File: src/rtl/obm_pkg.sv
// Package of types and codes shared by the order book matcher cells and top level.
`default_nettype none
package obm_pkg;

	typedef struct packed {
		logic        order_side;
		logic        order_kind;
		logic [31:0] order_id;
		logic [31:0] limit_price;
		logic [31:0] order_quantity;
		logic [63:0] arrival_time;
	} order_t;

	typedef struct packed {
		logic        result_kind;
		logic [31:0] buyer_id;
		logic [31:0] seller_id;
		logic [31:0] trade_price;
		logic [31:0] trade_quantity;
		logic [63:0] trade_time;
		logic [31:0] leftover_quantity;
		logic        did_rest;
		logic        book_full;
		logic        last_of_run;
	} result_t;

	// Search word handed from cell to cell: best entry so far and first free entry.
	typedef struct packed {
		logic        found;
		logic [31:0] price;
		logic [31:0] qty;
		logic [31:0] id;
		logic [31:0] age;
		logic        free_found;
	} token_t;

	typedef enum logic [1:0] {
		CMD_NONE,
		CMD_REDUCE,
		CMD_LOAD
	} cmd_op_t;

	typedef struct packed {
		cmd_op_t     op;
		logic [31:0] amount;
		logic [31:0] price;
		logic [31:0] id;
		logic [31:0] seq;
	} cmd_t;

	typedef enum logic {
		ST_IDLE,
		ST_SEARCH
	} state_t;

	localparam logic KIND_TRADE    = 1'b0;
	localparam logic KIND_COMPLETE = 1'b1;
	localparam logic SIDE_BUY      = 1'b0;
	localparam logic SIDE_SELL     = 1'b1;
	localparam logic ORDER_LIMIT   = 1'b0;
	localparam logic ORDER_MARKET  = 1'b1;

endpackage
`default_nettype wire

File: src/rtl/obm_cell.sv
// One book entry cell: holds an entry and folds it into the search word passed down the row.
`default_nettype none
module obm_cell #(
	parameter int BOOK_DEPTH = 32,
	parameter int CELL_INDEX = 0,
	parameter bit IS_BID     = 1'b1
) (
	input  wire logic                          clk,
	input  wire logic                          arst_n,
	input  wire logic [31:0]                   counter,
	input  wire obm_pkg::cmd_t                 cmd,
	input  wire logic [$clog2(BOOK_DEPTH)-1:0] cmd_idx,
	input  wire obm_pkg::token_t               tok_in,
	input  wire logic [$clog2(BOOK_DEPTH)-1:0] idx_in,
	input  wire logic [$clog2(BOOK_DEPTH)-1:0] free_idx_in,
	output obm_pkg::token_t                    tok_out,
	output logic [$clog2(BOOK_DEPTH)-1:0]      idx_out,
	output logic [$clog2(BOOK_DEPTH)-1:0]      free_idx_out
);
	import obm_pkg::*;

	localparam int IW = $clog2(BOOK_DEPTH);
	localparam logic [IW-1:0] MY_IDX = CELL_INDEX[IW-1:0];

	logic        valid_q;
	logic [31:0] price_q, qty_q, id_q, seq_q;
	logic        sel;
	logic [31:0] age;
	logic        better;
	token_t      tok_q;
	logic [IW-1:0] idx_q, free_idx_q;

	assign sel = (cmd_idx == MY_IDX);
	assign age = counter - seq_q;

	always_comb begin
		better = 1'b0;
		if (valid_q) begin
			if (!tok_in.found)
				better = 1'b1;
			else if (price_q != tok_in.price)
				better = IS_BID ? (price_q > tok_in.price) : (price_q < tok_in.price);
			else
				better = (age > tok_in.age);
		end
	end

	always_ff @(posedge clk or negedge arst_n) begin
		if (!arst_n) begin
			valid_q <= 1'b0;
		end else if (sel) begin
			case (cmd.op)
				CMD_REDUCE: if (qty_q == cmd.amount) valid_q <= 1'b0;
				CMD_LOAD:   valid_q <= 1'b1;
				default:    ;
			endcase
		end
	end

	always_ff @(posedge clk) begin
		if (sel) begin
			case (cmd.op)
				CMD_REDUCE: qty_q <= qty_q - cmd.amount;
				CMD_LOAD: begin
					qty_q   <= cmd.amount;
					price_q <= cmd.price;
					id_q    <= cmd.id;
					seq_q   <= cmd.seq;
				end
				default: ;
			endcase
		end
	end

	// Advance the search word one cell per cycle.
	always_ff @(posedge clk or negedge arst_n) begin
		if (!arst_n) begin
			tok_q      <= '0;
			idx_q      <= '0;
			free_idx_q <= '0;
		end else begin
			if (better) begin
				tok_q.found <= 1'b1;
				tok_q.price <= price_q;
				tok_q.qty   <= qty_q;
				tok_q.id    <= id_q;
				tok_q.age   <= age;
				idx_q       <= MY_IDX;
			end else begin
				tok_q.found <= tok_in.found;
				tok_q.price <= tok_in.price;
				tok_q.qty   <= tok_in.qty;
				tok_q.id    <= tok_in.id;
				tok_q.age   <= tok_in.age;
				idx_q       <= idx_in;
			end
			if (!tok_in.free_found && !valid_q) begin
				tok_q.free_found <= 1'b1;
				free_idx_q       <= MY_IDX;
			end else begin
				tok_q.free_found <= tok_in.free_found;
				free_idx_q       <= free_idx_in;
			end
		end
	end

	assign tok_out      = tok_q;
	assign idx_out      = idx_q;
	assign free_idx_out = free_idx_q;

endmodule
`default_nettype wire

File: config.mk
export PLATFORM = sky130hd
export DESIGN_NAME = obm_cell
export DESIGN_NICKNAME = d
export VERILOG_FILES = /design/src/rtl/obm_pkg.sv /design/src/rtl/obm_cell.sv
export SDC_FILE = /design/constraint.sdc
export NUM_CORES = 1
export LEC_CHECK = 0
export BUFFER_PORTS_ARGS = -buffer_cell sky130_fd_sc_hd__buf_4
export CORE_ASPECT_RATIO = 1.4
export CORE_MARGIN = 2
export CORE_UTILIZATION = 41
export DETAILED_ROUTE_END_ITERATION = 10
export PLACE_DENSITY = 0.63
export SLEW_MARGIN = 20
export SYNTH_ARGS = -nofsm -noshare
export SYNTH_HDL_FRONTEND = slang
export SYNTH_SLANG_ARGS = --single-unit
File: constraint.sdc
create_clock -name clk -period 11.49 [get_ports clk]
set_clock_uncertainty 0.15 [all_clocks]
set_input_delay 3.447 -clock clk [delete_from_list [all_inputs] [get_ports clk]]
set_output_delay 3.447 -clock clk [all_outputs]
set_load 0.01 [all_outputs]
**Word-level counts from Yosys, hierarchy flattened**

Index checks and enable logic that the tools add are counted.

- Register bits: 269
- Word-level logic and storage cells: 40
- Output and inout port bits: 140
- Bits of input ports: 309

- Mux-type cells: 10
- Magnitude comparators: 2
- Reduce and logical (&&, ||, !) cells: 8
- Add/sub/neg operators: 2
- Equal/unequal tests: 5

Operator list:

| operator | number |
|---|---|
| $mux 129 | 1 |
| $gt 32x32->1 | 2 |
| $pmux 32 s2 | 1 |
| $sub 32x32->32 | 2 |
| $eq 32x32->1 | 1 |
| $ne 32x32->1 | 1 |
| $mux 5 | 2 |
| $logic_not 5->1 | 1 |
| $mux 1 | 5 |
| $reduce_and 2->1 | 2 |
| $reduce_and 3->1 | 1 |
| $eq 2x1->1 const B | 1 |
| $eq 2x2->1 const B | 1 |
| $logic_not 1->1 | 2 |
| $ne 2x2->1 const B | 1 |
| $pmux 1 s2 | 1 |
| $reduce_bool 2->1 | 1 |
| $logic_and 1x1->1 | 1 |

**Longest topological paths before layout**

Gate-level depths: netlist (run 1).

- Depth after elaboration: 6
- Mapped depth: 24
- Depth with buffers taken out: 21

**Worst setup path after synthesis (run 1)**

Ideal clock, no wire load.

- Kind: in2reg
- Start: in counter[0]
- End: reg tok_q (netlist bit tok_out[82])
- Stages: 22
- Data required time: 11.213 ns
- Arrival time: 7.404 ns
- Buffers on the path: 3
- Setup slack: 3.808 ns
- Cells stage by stage: inv_1 > ha_1 > inv_1 > fa_1 > a21o_1 > a21oi_1 > o21a_1 > nor3_1 > o21ai_0 > nand3_1 > a211oi_1 > nor2_1 > ha_1 > nand4_1 > nor4_1 > a221o_1 > o31ai_2 > or2_1 > buf_2 > buf_4 > buf_6 > mux2_1

- Cells in the longest elaborated chain, start to end: 6

RTL lines:

| what | RTL line | text |
|---|---|---|
| from (decl) | obm_cell.sv:10 | `input wire logic [31:0] counter,` |
| $sub 32x32->32 | obm_cell.sv:34 | `assign age = counter - seq_q;` |
| $gt 32x32->1 | obm_cell.sv:44 | `better = (age > tok_in.age);` |
| $mux 1 | obm_cell.sv:41 | `else if (price_q != tok_in.price)` |
| $mux 1 | obm_cell.sv:39 | `if (!tok_in.found)` |
| $mux 1 | obm_cell.sv:38 | `if (valid_q) begin` |
| $mux 129 | obm_cell.sv:82 | `if (better) begin` |
| to (decl) | obm_cell.sv:30 | `token_t tok_q;` |

No other way between the ends.
A chain may end at the register's enable or synchronous reset.

**Worst setup path in the final report (run 1)**

- Start: in counter[0]
- End: reg tok_q (netlist bit tok_out[42])

The elaborated chain is that of the path after synthesis.

==> summary.log, run 1 <==
[critical_path] kind of capture point of the worst setup path register
[yosys] yosys synthesis warning count 0
[timing] share of the cycle needed by the critical path after routing 0.761
[yosys] top cell type by total area after synthesis edfxtp_1
[timing] Hold Vio Cnt, Final 0
[global_route] pin count of the biggest net entering global routing 74
[floorplanning] total die area 37700 sq um
[detailed_routing] overall routed net length 44200 microns
[yosys] Yosys reg bits 269
[placed_design] Detail Placement HPWL 35100 microns
[floorplanning] placement row count 82
[timing] final hold slack 0.326 ns
[critical_path] peak per-stage delay on the critical path 0.66 ns
[yosys] dominant cell by count in the synthesized netlist inv_1
[yosys] synthesized area per cell 11.8 sq um
[detailed_routing] via count normalized by instance count 5.13
[floorplanning] I/O Pins 449
[final_layout] number of nets in the finished design 2153
[global_route] gr ovfl total 0
[critical_path] critical path arrival 9.06 ns
[clock_network] hold bufs inserted after CTS 0
[global_route] initial antenna violation count 4
[clock_network] CTS tree built
[yosys] Syn Inst Count 1260
[global_route] number of global-route vias before repair 11.9k
[timing] actual slew at the worst max-slew pin 0.968 ns
[pwr] maximum resistive drop on vdd 0.000110 V
[yosys] Post-synth top flop dfrtp_1
[clock_network] postcts setup bufs 0
[pwr] Lkg Pwr 9.32 nW
[detailed_routing] overall via count from detail_route 11.3k
[floorplanning] placeable core region 35700 sq um
[timing] setup tns final 0 ns
[outcome] status completed
[critical_path] count of buffer and inverter cells on the critical path 4
[placed_design] routability cong. 0.896
[clock_network] # resized after CTS 0
[clock_network] clock slew at reported path FFs 0.06 ns
[yosys] area of the mapped netlist 14800 sq um
[floorplanning] floorplan die height 229 microns
[critical_path] startpoint class of the critical path primary input
[detailed_routing] count of nets left with antenna violations after detail routing 0
[detailed_routing] detailed router's first-iteration violation count 525
[yosys] net count of the mapped netlist 1699
[placed_design] count of input and output buffers 448
[clock_network] total number of H-tree levels 1
[clock_network] clock root cell clkbuf_16
[timing] Max Clock Freq 114 MHz
[clock_network] cts bufs inserted 30
[critical_path] cell breakdown of the critical path buf_4 > inv_1 > ha_1 > inv_1 > fa_1 > a21o_1 > a21oi_1 > o21a_1 > nor3_1 > o21ai_0 > nand3_1 > a211oi_1 > nor2_1 > ha_1 > a21o_1 > a21oi_1 > o211ai_1 > a221o_1 > o31ai_2 > or2_4 > buf_4 > mux2_2
[timing] unrepaired setup endpoints after global routing false
[critical_path] WP data required 11.80 ns
[global_route] overall routing resource usage 0.233
[timing] Setup Viol. Count Final 0
[clock_network] number of buffers on the longest clock path 3
[critical_path] cell family with the largest share of critical-path delay compound AO/OA/AOI/OAI gates
[detailed_routing] DRC Markers 0
[timing] Pins Over Slew Limit 0
[final_layout] share of layout cells above drive strength 1 0.361
[yosys] number of enable flip-flop cells after synthesis 128
[floorplanning] effective utilization at floorplan 0.415
[yosys] area share of the largest cell type after synthesis 0.260
[timing] max-slew headroom at the worst pin 0.355
[critical_path] crit path kind primary input to register
[yosys] sequential area share after synthesis 0.498
[hold_path] Hold WC Path Type register to register
[detailed_routing] WL/cell 20.1 microns
[clock_network] clock net sink count 269
[yosys] top cells by area, synth edfxtp_1 26%, dfrtp_1 24%, ha_1 11%
[yosys] post-synthesis async set-or-reset flop share 0.524
[yosys] unique cell type count in the Yosys netlist 78
[yosys] most used standard cells in the synthesized netlist 150 x inv_1, 141 x dfrtp_1, 128 x edfxtp_1, 128 x ha_1, 65 x o21ai_0
[pwr] power density over cell area 133 nW/um^2
[global_route] global-route wire length before repair 66700 microns
[timing] crit path time final 8.75 ns
[critical_path] maximum net fanout on the critical path 41
[final_layout] Synth-to-Final Area Change 32.6%
[run] reported max-cap violation count 0
[clock_network] clock latency of the later-clocked register in the worst-skew pair 0.58 ns
[critical_path] cell at the slowest stage of the critical path or2_4
[detailed_routing] Pre-antenna DRT Iters 5
[floorplanning] Die Wd 165 microns
## power breakdown
part           internal, W  leakage (nW)  switching [W]
logic             0.000279          6.01       0.000251
registers          0.00107          2.80      0.0000223
clock network     0.000580         0.509       0.000414
## cell type report
class | count | area (sq um)
diodes | 4 | 10.0
clock buffers | 40 | 871
clock inverters | 16 | 160
fillers | 3115 | 16100
inverters | 150 | 563
multi-input cells | 809 | 6660
flip-flops and latches | 269 | 7370
well taps | 462 | 578
repair buffers | 454 | 3410
## metrics by stage
step                      instances  power, W  cell area [sq um]  utilization  setup slack, ns
after detailed placement       2144   0.00164              18600        0.521             2.25
after floorplan                1260   0.00140              14800            -             3.81
after CTS                      2200   0.00264              19600        0.550             2.85
after global placement         2144   0.00163              18600        0.521             2.43
final                          2204   0.00261              19600        0.550             2.74
after global routing           2204   0.00273              19600        0.550             2.33
## state kept, by name, indices dropped and copies added (netlist names)
signal and cells:
idx_out 5, seq_q 32, qty_q 32, free_idx_out 5
id_q 32, price_q 32, valid_q 1, tok_out 130
## cell usage in the layout (no fill, tap or decap), types with 5 or more instances in the layout
master	n
a21o_1	55
clkinv_2	7
o31ai_1	8
nor2b_1	18
nor3b_1	5
nor2_1	48
mux2_1	16
dfrtp_1	141
a21oi_1	63
xnor2_1	36
nand2b_1	9
o21a_1	12
o21bai_1	5
nand4_1	24
mux2_2	63
clkbuf_16	32
inv_1	150
ha_1	127
o211ai_1	8
a211oi_1	12
buf_4	453
nand2_1	54
edfxtp_1	128
mux2_4	40
nand3_1	12
and2_1	8
o21ai_0	65
xor2_1	13
and3_1	9
nor3_1	14
## path summary, 6_finish.rpt
path	start	endpoint	slack, ns	cells past startpoint
worst max-delay path	counter[0]	tok_out[42]	2.74	22
worst min-delay path	id_q[20]	tok_out[53]	0.33	1
worst max register to register	seq_q[0]	tok_out[42]	5.44	20
worst min register to register	id_q[20]	tok_out[53]	0.33	1
max in group asynchronous	arst_n	tok_out[105]	6.94	2
min in group asynchronous	arst_n	tok_out[45]	2.72	1
## routing by layer
layer | track usage | part of all wire
met5 | 0 | 0
met1 | 0.254 | 0.36
met4 | 0.0984 | 0.040
met3 | 0.0588 | 0.077
met2 | 0.423 | 0.53
## logic make-up (layout without fill, tap and decap cells)
logic type / count (synthesis) / in the layout / synth area share
fa+ha+maj: 130 / 130 / 0.111
xor+xnor: 49 / 49 / 0.0290
other cells: 0 / 4 / 0
mux: 122 / 122 / 0.103
flops: 269 / 269 / 0.498
simple gates: 228 / 228 / 0.0791
compound gates: 280 / 280 / 0.127
buf+inv: 182 / 660 / 0.0534
Note: power is estimated with default switching activity, not from simulation.
==> inputs of run 2 (changes only) <==
- ABC_AREA: default -> 1
- PLACE_DENSITY: 0.63 -> 0.62
- clock period: 11.49 -> 8.5 ns (I/O delays scaled with it)
==> run 2 against run 1 <==
Non-clock buffer count rose by 5. Critical path depth rose by 1. Synthesized area up 5.1%. Sequential share of layout area fell by 1.3 points. Largest power group unchanged.
==> summary.log, run 2 <==
[clock_network] CTS tree built [unchanged]
[placed_design] routability cong. 0.993 [was 0.896]
[detailed_routing] DRC Markers 0 [unchanged]
[floorplanning] effective utilization at floorplan 0.415 [about the same]
[floorplanning] total die area 39600 sq um [was 37700 sq um]
[pwr] overall power of the completed layout 0.00357 W [was 0.00261 W]
[detailed_routing] WL/cell 19.1 microns [was 20.1 microns]
[critical_path] maximum net fanout on the critical path 68 [was 41]
[floorplanning] I/O Pins 449 [unchanged]
[clock_network] hold bufs inserted after CTS 0 [unchanged]
[yosys] most used standard cells in the synthesized netlist 586 x nand2_1, 246 x inv_1, 201 x nand3_1 [was 150 x inv_1, 141 x dfrtp_1, 128 x edfxtp_1, 128 x ha_1, 65 x o21ai_0]
[final_layout] filler cell count in the final layout 3530 [was 3115]
[timing] Pins Over Slew Limit 0 [unchanged]
[timing] setup tns final 0 ns [unchanged]
[placed_design] count of input and output buffers 448 [unchanged]
[pwr] maximum resistive drop on vdd 0.000216 V [was 0.000110 V]
[yosys] area share of the largest cell type after synthesis 0.247 [was 0.260]
[floorplanning] placeable core region 37500 sq um [was 35700 sq um]
[final_layout] leading cell types in the layout, fill and taps excluded 586 x nand2_1, 456 x buf_4, 245 x inv_1 [was 453 x buf_4, 150 x inv_1, 141 x dfrtp_1]
[final_layout] number of flip-flops under the largest register name 130 [unchanged]
[global_route] initial antenna violation count 2 [was 4]
[clock_network] number of buffers on the longest clock path 3 [unchanged]
[global_route] gr ovfl total 0 [unchanged]
[yosys] net count of the mapped netlist 2320 [was 1699]
[timing] max-slew headroom at the worst pin 0.251 [was 0.355]
[outcome] status completed [unchanged]
[critical_path] startpoint class of the critical path primary input [unchanged]
[timing] Setup Viol. Count Final 0 [unchanged]
[clock_network] clock net sink count 269 [unchanged]
[clock_network] clock root cell clkbuf_16 [unchanged]
[timing] unrepaired setup endpoints after global routing false [unchanged]
[clock_network] clock latency of the later-clocked register in the worst-skew pair 0.58 ns [about the same]
[yosys] area of the mapped netlist 15600 sq um [was 14800 sq um]
[run] reported max-cap violation count 0 [unchanged]
[detailed_routing] count of nets left with antenna violations after detail routing 0 [unchanged]
[global_route] number of global-route vias before repair 14.6k [was 11.9k]
[timing] actual slew at the worst max-slew pin 1.11 ns [was 0.968 ns]
[critical_path] count of buffer and inverter cells on the critical path 4 [unchanged]
[detailed_routing] via count normalized by instance count 5.07 [was 5.13]
[detailed_routing] overall via count from detail_route 14.3k [was 11.3k]
[yosys] Yosys reg bits 269 [unchanged]
[critical_path] peak per-stage delay on the critical path 0.64 ns [was 0.66 ns]
[critical_path] cell breakdown of the critical path buf_4 > ha_1 > nand2_1 > nor2_1 > inv_1 > nor3_1 > nand4_1 > nand3_1 > nand2_1 > nand2_1 > inv_1 > ha_1 > nand2_1 > nor2_1 > o21ai_0 > nand2_1 > a21oi_1 > nand2_1 > nand2_1 > nand3_4 > buf_4 > nand3_1 > nand2_1 [was buf_4 > inv_1 > ha_1 > inv_1 > fa_1 > a21o_1 > a21oi_1 > o21a_1 > nor3_1 > o21ai_0 > nand3_1 > a211oi_1 > nor2_1 > ha_1 > a21o_1 > a21oi_1 > o211ai_1 > a221o_1 > o31ai_2 > or2_4 > buf_4 > mux2_2]
[critical_path] kind of capture point of the worst setup path register [unchanged]
[pwr] Lkg Pwr 10.5 nW [was 9.32 nW]
[critical_path] cell family with the largest share of critical-path delay simple AND/OR/NAND/NOR gates [was compound AO/OA/AOI/OAI gates]
[detailed_routing] Pre-antenna DRT Iters 7 [was 5]
[pwr] power density over cell area 176 nW/um^2 [was 133 nW/um^2]
[floorplanning] placement row count 84 [was 82]
[floorplanning] Die Wd 169 microns [was 165 microns]
[global_route] overall routing resource usage 0.266 [was 0.233]
[yosys] post-synthesis async set-or-reset flop share 0.524 [unchanged]
[clock_network] postcts setup bufs 0 [unchanged]
[placed_design] cell count after placement 2763 [was 2144]
[critical_path] WP data required 8.86 ns [was 11.80 ns]
[detailed_routing] detailed router's first-iteration violation count 823 [was 525]
[yosys] top cells by area, synth edfxtp_1 25%, dfrtp_1 23%, nand2_1 14% [was edfxtp_1 26%, dfrtp_1 24%, ha_1 11%]
[critical_path] crit path kind primary input to register [unchanged]
[yosys] top cell type by total area after synthesis edfxtp_1 [unchanged]
[yosys] Post-synth top flop dfrtp_1 [unchanged]
[critical_path] critical path arrival 6.58 ns [was 9.06 ns]
[critical_path] cell at the slowest stage of the critical path buf_4 [was or2_4]
[placed_design] Detail Placement HPWL 42700 microns [was 35100 microns]
[critical_path] most frequent CP cell nand2_1
[timing] share of the cycle needed by the critical path after routing 0.731
[global_route] pin count of the biggest net entering global routing 86 [was 74]
[yosys] dominant cell by count in the synthesized netlist nand2_1 [was inv_1]
[timing] crit path time final 6.21 ns
[clock_network] # resized after CTS 0 [unchanged]
[clock_network] clock slew at reported path FFs 0.06 ns [about the same]
[clock_network] total number of H-tree levels 1 [unchanged]
[yosys] Syn Inst Count 1881 [was 1260]
[yosys] unique cell type count in the Yosys netlist 35 [was 78]
[yosys] yosys synthesis warning count 0 [unchanged]
[yosys] sequential area share after synthesis 0.474 [was 0.498]
[yosys] synthesized area per cell 8.28 sq um [was 11.8 sq um]
[final_layout] most common cell after layout, fill and taps aside nand2_1 [was buf_4]
[timing] Hold Vio Cnt, Final 0 [unchanged]
[final_layout] count of placed standard cells in the final layout, fillers left out 2820 [was 2204]
[final_layout] number of nets in the finished design 2760 [was 2153]
[global_route] global-route wire length before repair 80900 microns [was 66700 microns]
[hold_path] Hold WC Path Type register to register [unchanged]
[final_layout] share of layout cells above drive strength 1 0.223 [was 0.361]
[timing] Max Clock Freq 161 MHz
[final_layout] Synth-to-Final Area Change 30.5% [was 32.6%]
[yosys] number of enable flip-flop cells after synthesis 128 [unchanged]
[detailed_routing] overall routed net length 53700 microns [was 44200 microns]
[clock_network] cts bufs inserted 29 [was 30]
[floorplanning] floorplan die height 235 microns [was 229 microns]
==> run 2: path summary, 6_finish.rpt <==
check | start | cells after the start | slack (ns) | endpoint
setup / recovery | counter[15] | 23 | 2.29 | tok_out[32]
hold / removal | id_q[22] | 2 | 0.33 | tok_out[55]
setup reg to reg | seq_q[12] | 23 | 4.00 | tok_out[32]
hold reg to reg | id_q[22] | 2 | 0.33 | tok_out[55]
max in group asynchronous | arst_n | 2 | 4.91 | tok_out[54]
min in group asynchronous | arst_n | 1 | 1.92 | tok_out[63]
==> run 2: worst reg2reg max path: stages, from the launching register on <==
cell and delay [ns]:
edfxtp_1 0.34, inv_1 0.05, ha_1 0.35, nand2_1 0.11
nor2_1 0.20, inv_1 0.09, nor3_1 0.40, nand4_1 0.26
nand3_1 0.13, nand2_1 0.06, nand2_1 0.12, inv_1 0.07
ha_1 0.27, nand2_1 0.05, nor2_1 0.18, o21ai_0 0.15
nand2_1 0.08, a21oi_1 0.06, nand2_1 0.07, nand2_1 0.08
nand3_4 0.09, buf_4 0.64, nand3_1 0.32, nand2_1 0.14
==> run 2: stage by stage <==
stage                     setup slack [ns]  hold slack [ns]  instance area [sq um]   util
after CTS                             2.31            0.329                  20300  0.541
after floorplan                      0.687            0.305                  15600      -
after global routing                  1.89            0.346                  20300  0.542
after detailed placement              1.72            0.315                  19300  0.516
final                                 2.29            0.328                  20300  0.542
after global placement                1.72            0.311                  19300  0.516
==> run 2: per-layer routing <==
metal  wire [microns]  track usage  vias to the layer above
met5                0            0                        -
met4             2340        0.115                        0
met3             2790       0.0387                      115
met2            28500        0.506                      486
met1            20100        0.295                     6645
li1                 -            -                     7049
==> run 2: kinds of logic after synthesis <==
group           synth area share
buf+inv                   0.0797
compound gates            0.0748
xor+xnor                  0.0107
simple gates               0.256
fa+ha+maj                  0.105
flops                      0.474
==> run 2: area by class of cell <==
cell class              count  area, sq um  share of cell area
flip-flops and latches    269         7380               0.363
well taps                 473          592              0.0291
diodes                      3         7.51            0.000369
multi-input cells        1316         6980               0.343
clock buffers              45          877              0.0432
clock inverters             9         96.3             0.00474
inverters                 246          923              0.0454
repair buffers            459         3470               0.171
==> run 2: power breakdown <==
| group | internal (W) | total, W | switching (W) |
|---|---|---|---|
| Combinational | 0.000339 | 0.000783 | 0.000444 |
| Sequential | 0.00146 | 0.00150 | 0.0000455 |
| Clock | 0.000744 | 0.00129 | 0.000542 |
| Total | 0.00254 | 0.00357 | 0.00103 |
==> inputs of run 3 (changes only) <==
- ABC_AREA: 1 -> 0
- PLACE_DENSITY: 0.62 -> 0.63
- clock period: 8.5 -> 6.1 ns (I/O delays scaled with it)
==> run 3 against run 2 <==
Critical path depth is 4 lower. Via count down 18%. Non-clock buffer count increased by 84. Clock power rose by 32%. Cell area rose by 0.11%. Die area down 4.8%. Clock-buffer cell count decreased by 3. Routed wire length is 16% lower. Sequential cell count unchanged. Sequential share of layout area fell by 0.059 points. Register-to-register slack worse by 2.9 ns. Critical path type unchanged. Largest cell class unchanged.
==> summary.log, run 3 (synthesis results as in run 1) <==
[outcome] status completed [unchanged]
[global_route] pin count of the biggest net entering global routing 74 [was 86]
[run] reported max-cap violation count 0 [unchanged]
[floorplanning] placement row count 82 [was 84]
[floorplanning] effective utilization at floorplan 0.415 [about the same]
[timing] final worst slack 0.202 ns [was 2.29 ns]
[critical_path] critical path depth 19 [was 23]
[pwr] maximum resistive drop on vdd 0.000257 V [was 0.000216 V]
[clock_network] CTS tree built [unchanged]
[placed_design] pre-CTS setup slack -0.428 ns [was 1.72 ns]
[clock_network] clock net sink count 269 [unchanged]
[global_route] initial antenna violation count 6 [was 2]
[clock_network] clock root cell clkbuf_16 [unchanged]
[critical_path] kind of capture point of the worst setup path register [unchanged]
[critical_path] cell family with the largest share of critical-path delay compound AO/OA/AOI/OAI gates [was simple AND/OR/NAND/NOR gates]
[critical_path] WP data required 6.39 ns [was 8.86 ns]
[detailed_routing] via count normalized by instance count 5.13 [was 5.07]
[detailed_routing] overall via count from detail_route 11.7k [was 14.3k]
[clock_network] cts bufs inserted 28 [was 29]
[hold_path] count of cells along the worst hold path 1 [was 2]
[timing] Setup Viol. Count Final 0 [unchanged]
[timing] Max Clock Freq 170 MHz
[pwr] power density over cell area 239 nW/um^2 [was 176 nW/um^2]
[floorplanning] I/O Pins 449 [unchanged]
[hold_path] Hold WC Path Type register to register [unchanged]
[placed_design] count of input and output buffers 448 [unchanged]
[critical_path] maximum net fanout on the critical path 11 [was 68]
[clock_network] hold bufs inserted after CTS 0 [unchanged]
[pwr] Lkg Pwr 9.74 nW [was 10.5 nW]
[clock_network] clock slew at reported path FFs 0.06 ns [about the same]
[detailed_routing] detailed router's first-iteration violation count 635 [was 823]
[global_route] gr ovfl total 0 [unchanged]
[critical_path] count of buffer and inverter cells on the critical path 2 [was 4]
[timing] Hold Vio Cnt, Final 0 [unchanged]
[timing] unrepaired setup endpoints after global routing false [unchanged]
[critical_path] startpoint class of the critical path primary input [unchanged]
[global_route] overall routing resource usage 0.238 [was 0.266]
[clock_network] number of buffers on the longest clock path 3 [unchanged]
[critical_path] cell at the slowest stage of the critical path o311a_4 [was buf_4]
[timing] share of the cycle needed by the critical path after routing 0.967
[final_layout] number of flip-flops under the largest register name 130 [unchanged]
[final_layout] most common cell after layout, fill and taps aside buf_4 [was nand2_1]
[detailed_routing] DRC Markers 0 [unchanged]
[critical_path] peak per-stage delay on the critical path 0.41 ns [was 0.64 ns]
[final_layout] Synth-to-Final Area Change 37.4% [was 30.5%]
[critical_path] cell breakdown of the critical path buf_4 > ha_1 > nor2b_1 > o31a_1 > o31a_1 > o311a_4 > o21a_1 > o22ai_2 > xnor2_1 > ha_1 > a21o_1 > a21o_1 > a21oi_1 > o211ai_1 > a221o_1 > o31ai_2 > or2_4 > clkbuf_16 > mux2_2 [was buf_4 > ha_1 > nand2_1 > nor2_1 > inv_1 > nor3_1 > nand4_1 > nand3_1 > nand2_1 > nand2_1 > inv_1 > ha_1 > nand2_1 > nor2_1 > o21ai_0 > nand2_1 > a21oi_1 > nand2_1 > nand2_1 > nand3_4 > buf_4 > nand3_1 > nand2_1]
[global_route] global-route wire length before repair 68800 microns [was 80900 microns]
[floorplanning] placeable core region 35700 sq um [was 37500 sq um]
[final_layout] finished layout cell area 20300 sq um [about the same]
[timing] max-slew headroom at the worst pin 0.397 [was 0.251]
[floorplanning] total die area 37700 sq um [was 39600 sq um]
[detailed_routing] count of nets left with antenna violations after detail routing 0 [unchanged]
[critical_path] worst reg2reg path depth 19 [was 23]
[floorplanning] Die Wd 165 microns [was 169 microns]
[pwr] overall power of the completed layout 0.00486 W [was 0.00357 W]
[critical_path] crit path kind primary input to register [unchanged]
[timing] crit path time final 5.90 ns
[detailed_routing] Pre-antenna DRT Iters 8 [was 7]
[clock_network] clock latency of the later-clocked register in the worst-skew pair 0.57 ns [was 0.58 ns]
[timing] actual slew at the worst max-slew pin 0.904 ns [was 1.11 ns]
[final_layout] share of layout cells above drive strength 1 0.392 [was 0.223]
[final_layout] number of nets in the finished design 2240 [was 2760]
[timing] Pins Over Slew Limit 0 [unchanged]
[final_layout] leading cell types in the layout, fill and taps excluded 531 x buf_4, 150 x inv_1, 141 x dfrtp_1 [was 586 x nand2_1, 456 x buf_4, 245 x inv_1]
[placed_design] total placed instance area 19400 sq um [was 19300 sq um]
[clock_network] total number of H-tree levels 1 [unchanged]
[detailed_routing] overall routed net length 45300 microns [was 53700 microns]
[placed_design] routability cong. 0.896 [was 0.993]
[global_route] number of global-route vias before repair 12.6k [was 14.6k]
[placed_design] Detail Placement HPWL 36400 microns [was 42700 microns]
[detailed_routing] WL/cell 19.8 microns [was 19.1 microns]
[floorplanning] floorplan die height 229 microns [was 235 microns]
[critical_path] critical path arrival 6.18 ns [was 6.58 ns]
==> run 3: worst paths after layout <==
| path | startpoint | to | slack (ns) |
|---|---|---|---|
| setup / recovery | counter[1] | tok_out[76] | 0.20 |
| hold / removal | id_q[1] | tok_out[34] | 0.33 |
| setup reg to reg | seq_q[1] | tok_out[76] | 1.10 |
| hold reg to reg | id_q[1] | tok_out[34] | 0.33 |
| max in group asynchronous | arst_n | free_idx_out[3] | 3.56 |
| min in group asynchronous | arst_n | idx_out[0] | 1.13 |
==> run 3: layer usage <==
layer | routed length, microns | share of wire | track usage | up-vias
met5 | 13 | 0.00029 | 0 | -
met4 | 1650 | 0.036 | 0.0932 | 2
met3 | 3210 | 0.071 | 0.0553 | 84
met2 | 24100 | 0.53 | 0.446 | 380
met1 | 16400 | 0.36 | 0.255 | 5656
li1 | - | - | - | 5625
==> run 3: what timing repair did <==
action	CTS	global route
setup buffers	0	1
setup endpoints to repair	0	113
resized for setup	0	7
==> run 3: layout make-up <==
type                            instances  area, sq um
Tap cell                              462          578
Sequential cell                       269         7370
Clock inverter                          9         82.6
Multi-Input combinational cell        809         6690
Fill cell                            3093        15400
Inverter                              150          563
Clock buffer                           42          823
Timing Repair Buffer                  543         4220
Antenna cell                            5         12.5
==> run 3: report_power, final <==
group	internal, W	switching (W)	total (W)	leakage, nW
sequential	0.00201	0.0000441	0.00206	2.80
combinational	0.000608	0.000496	0.00110	6.50
clock	0.000971	0.000728	0.00170	0.446
==> run 3: worst reg2reg max path: cells and delay by family, from the launching register on <==
family	cells	cell delay (ns)
multiplexers	1	0.33
AND/OR/NAND/NOR	2	0.50
flip-flops	1	0.37
buffers and inverters	2	0.38
AO/OA/AOI/OAI	11	2.43
adder cells (fa/ha/maj)	2	0.54
XOR/XNOR	1	0.17
==> run 3: through the flow <==
| step | TNS [ns] | util | std cells | hold slack (ns) |
|---|---|---|---|---|
| final | 0 | 0.570 | 2289 | 0.326 |
| after global routing | 0 | 0.570 | 2289 | 0.348 |
| after CTS | 0 | 0.568 | 2282 | 0.329 |
| after detailed placement | -40.74 | 0.542 | 2231 | 0.313 |
| after global placement | -33.26 | 0.542 | 2231 | 0.307 |
| after floorplan | 0 | - | 1260 | 0.305 |
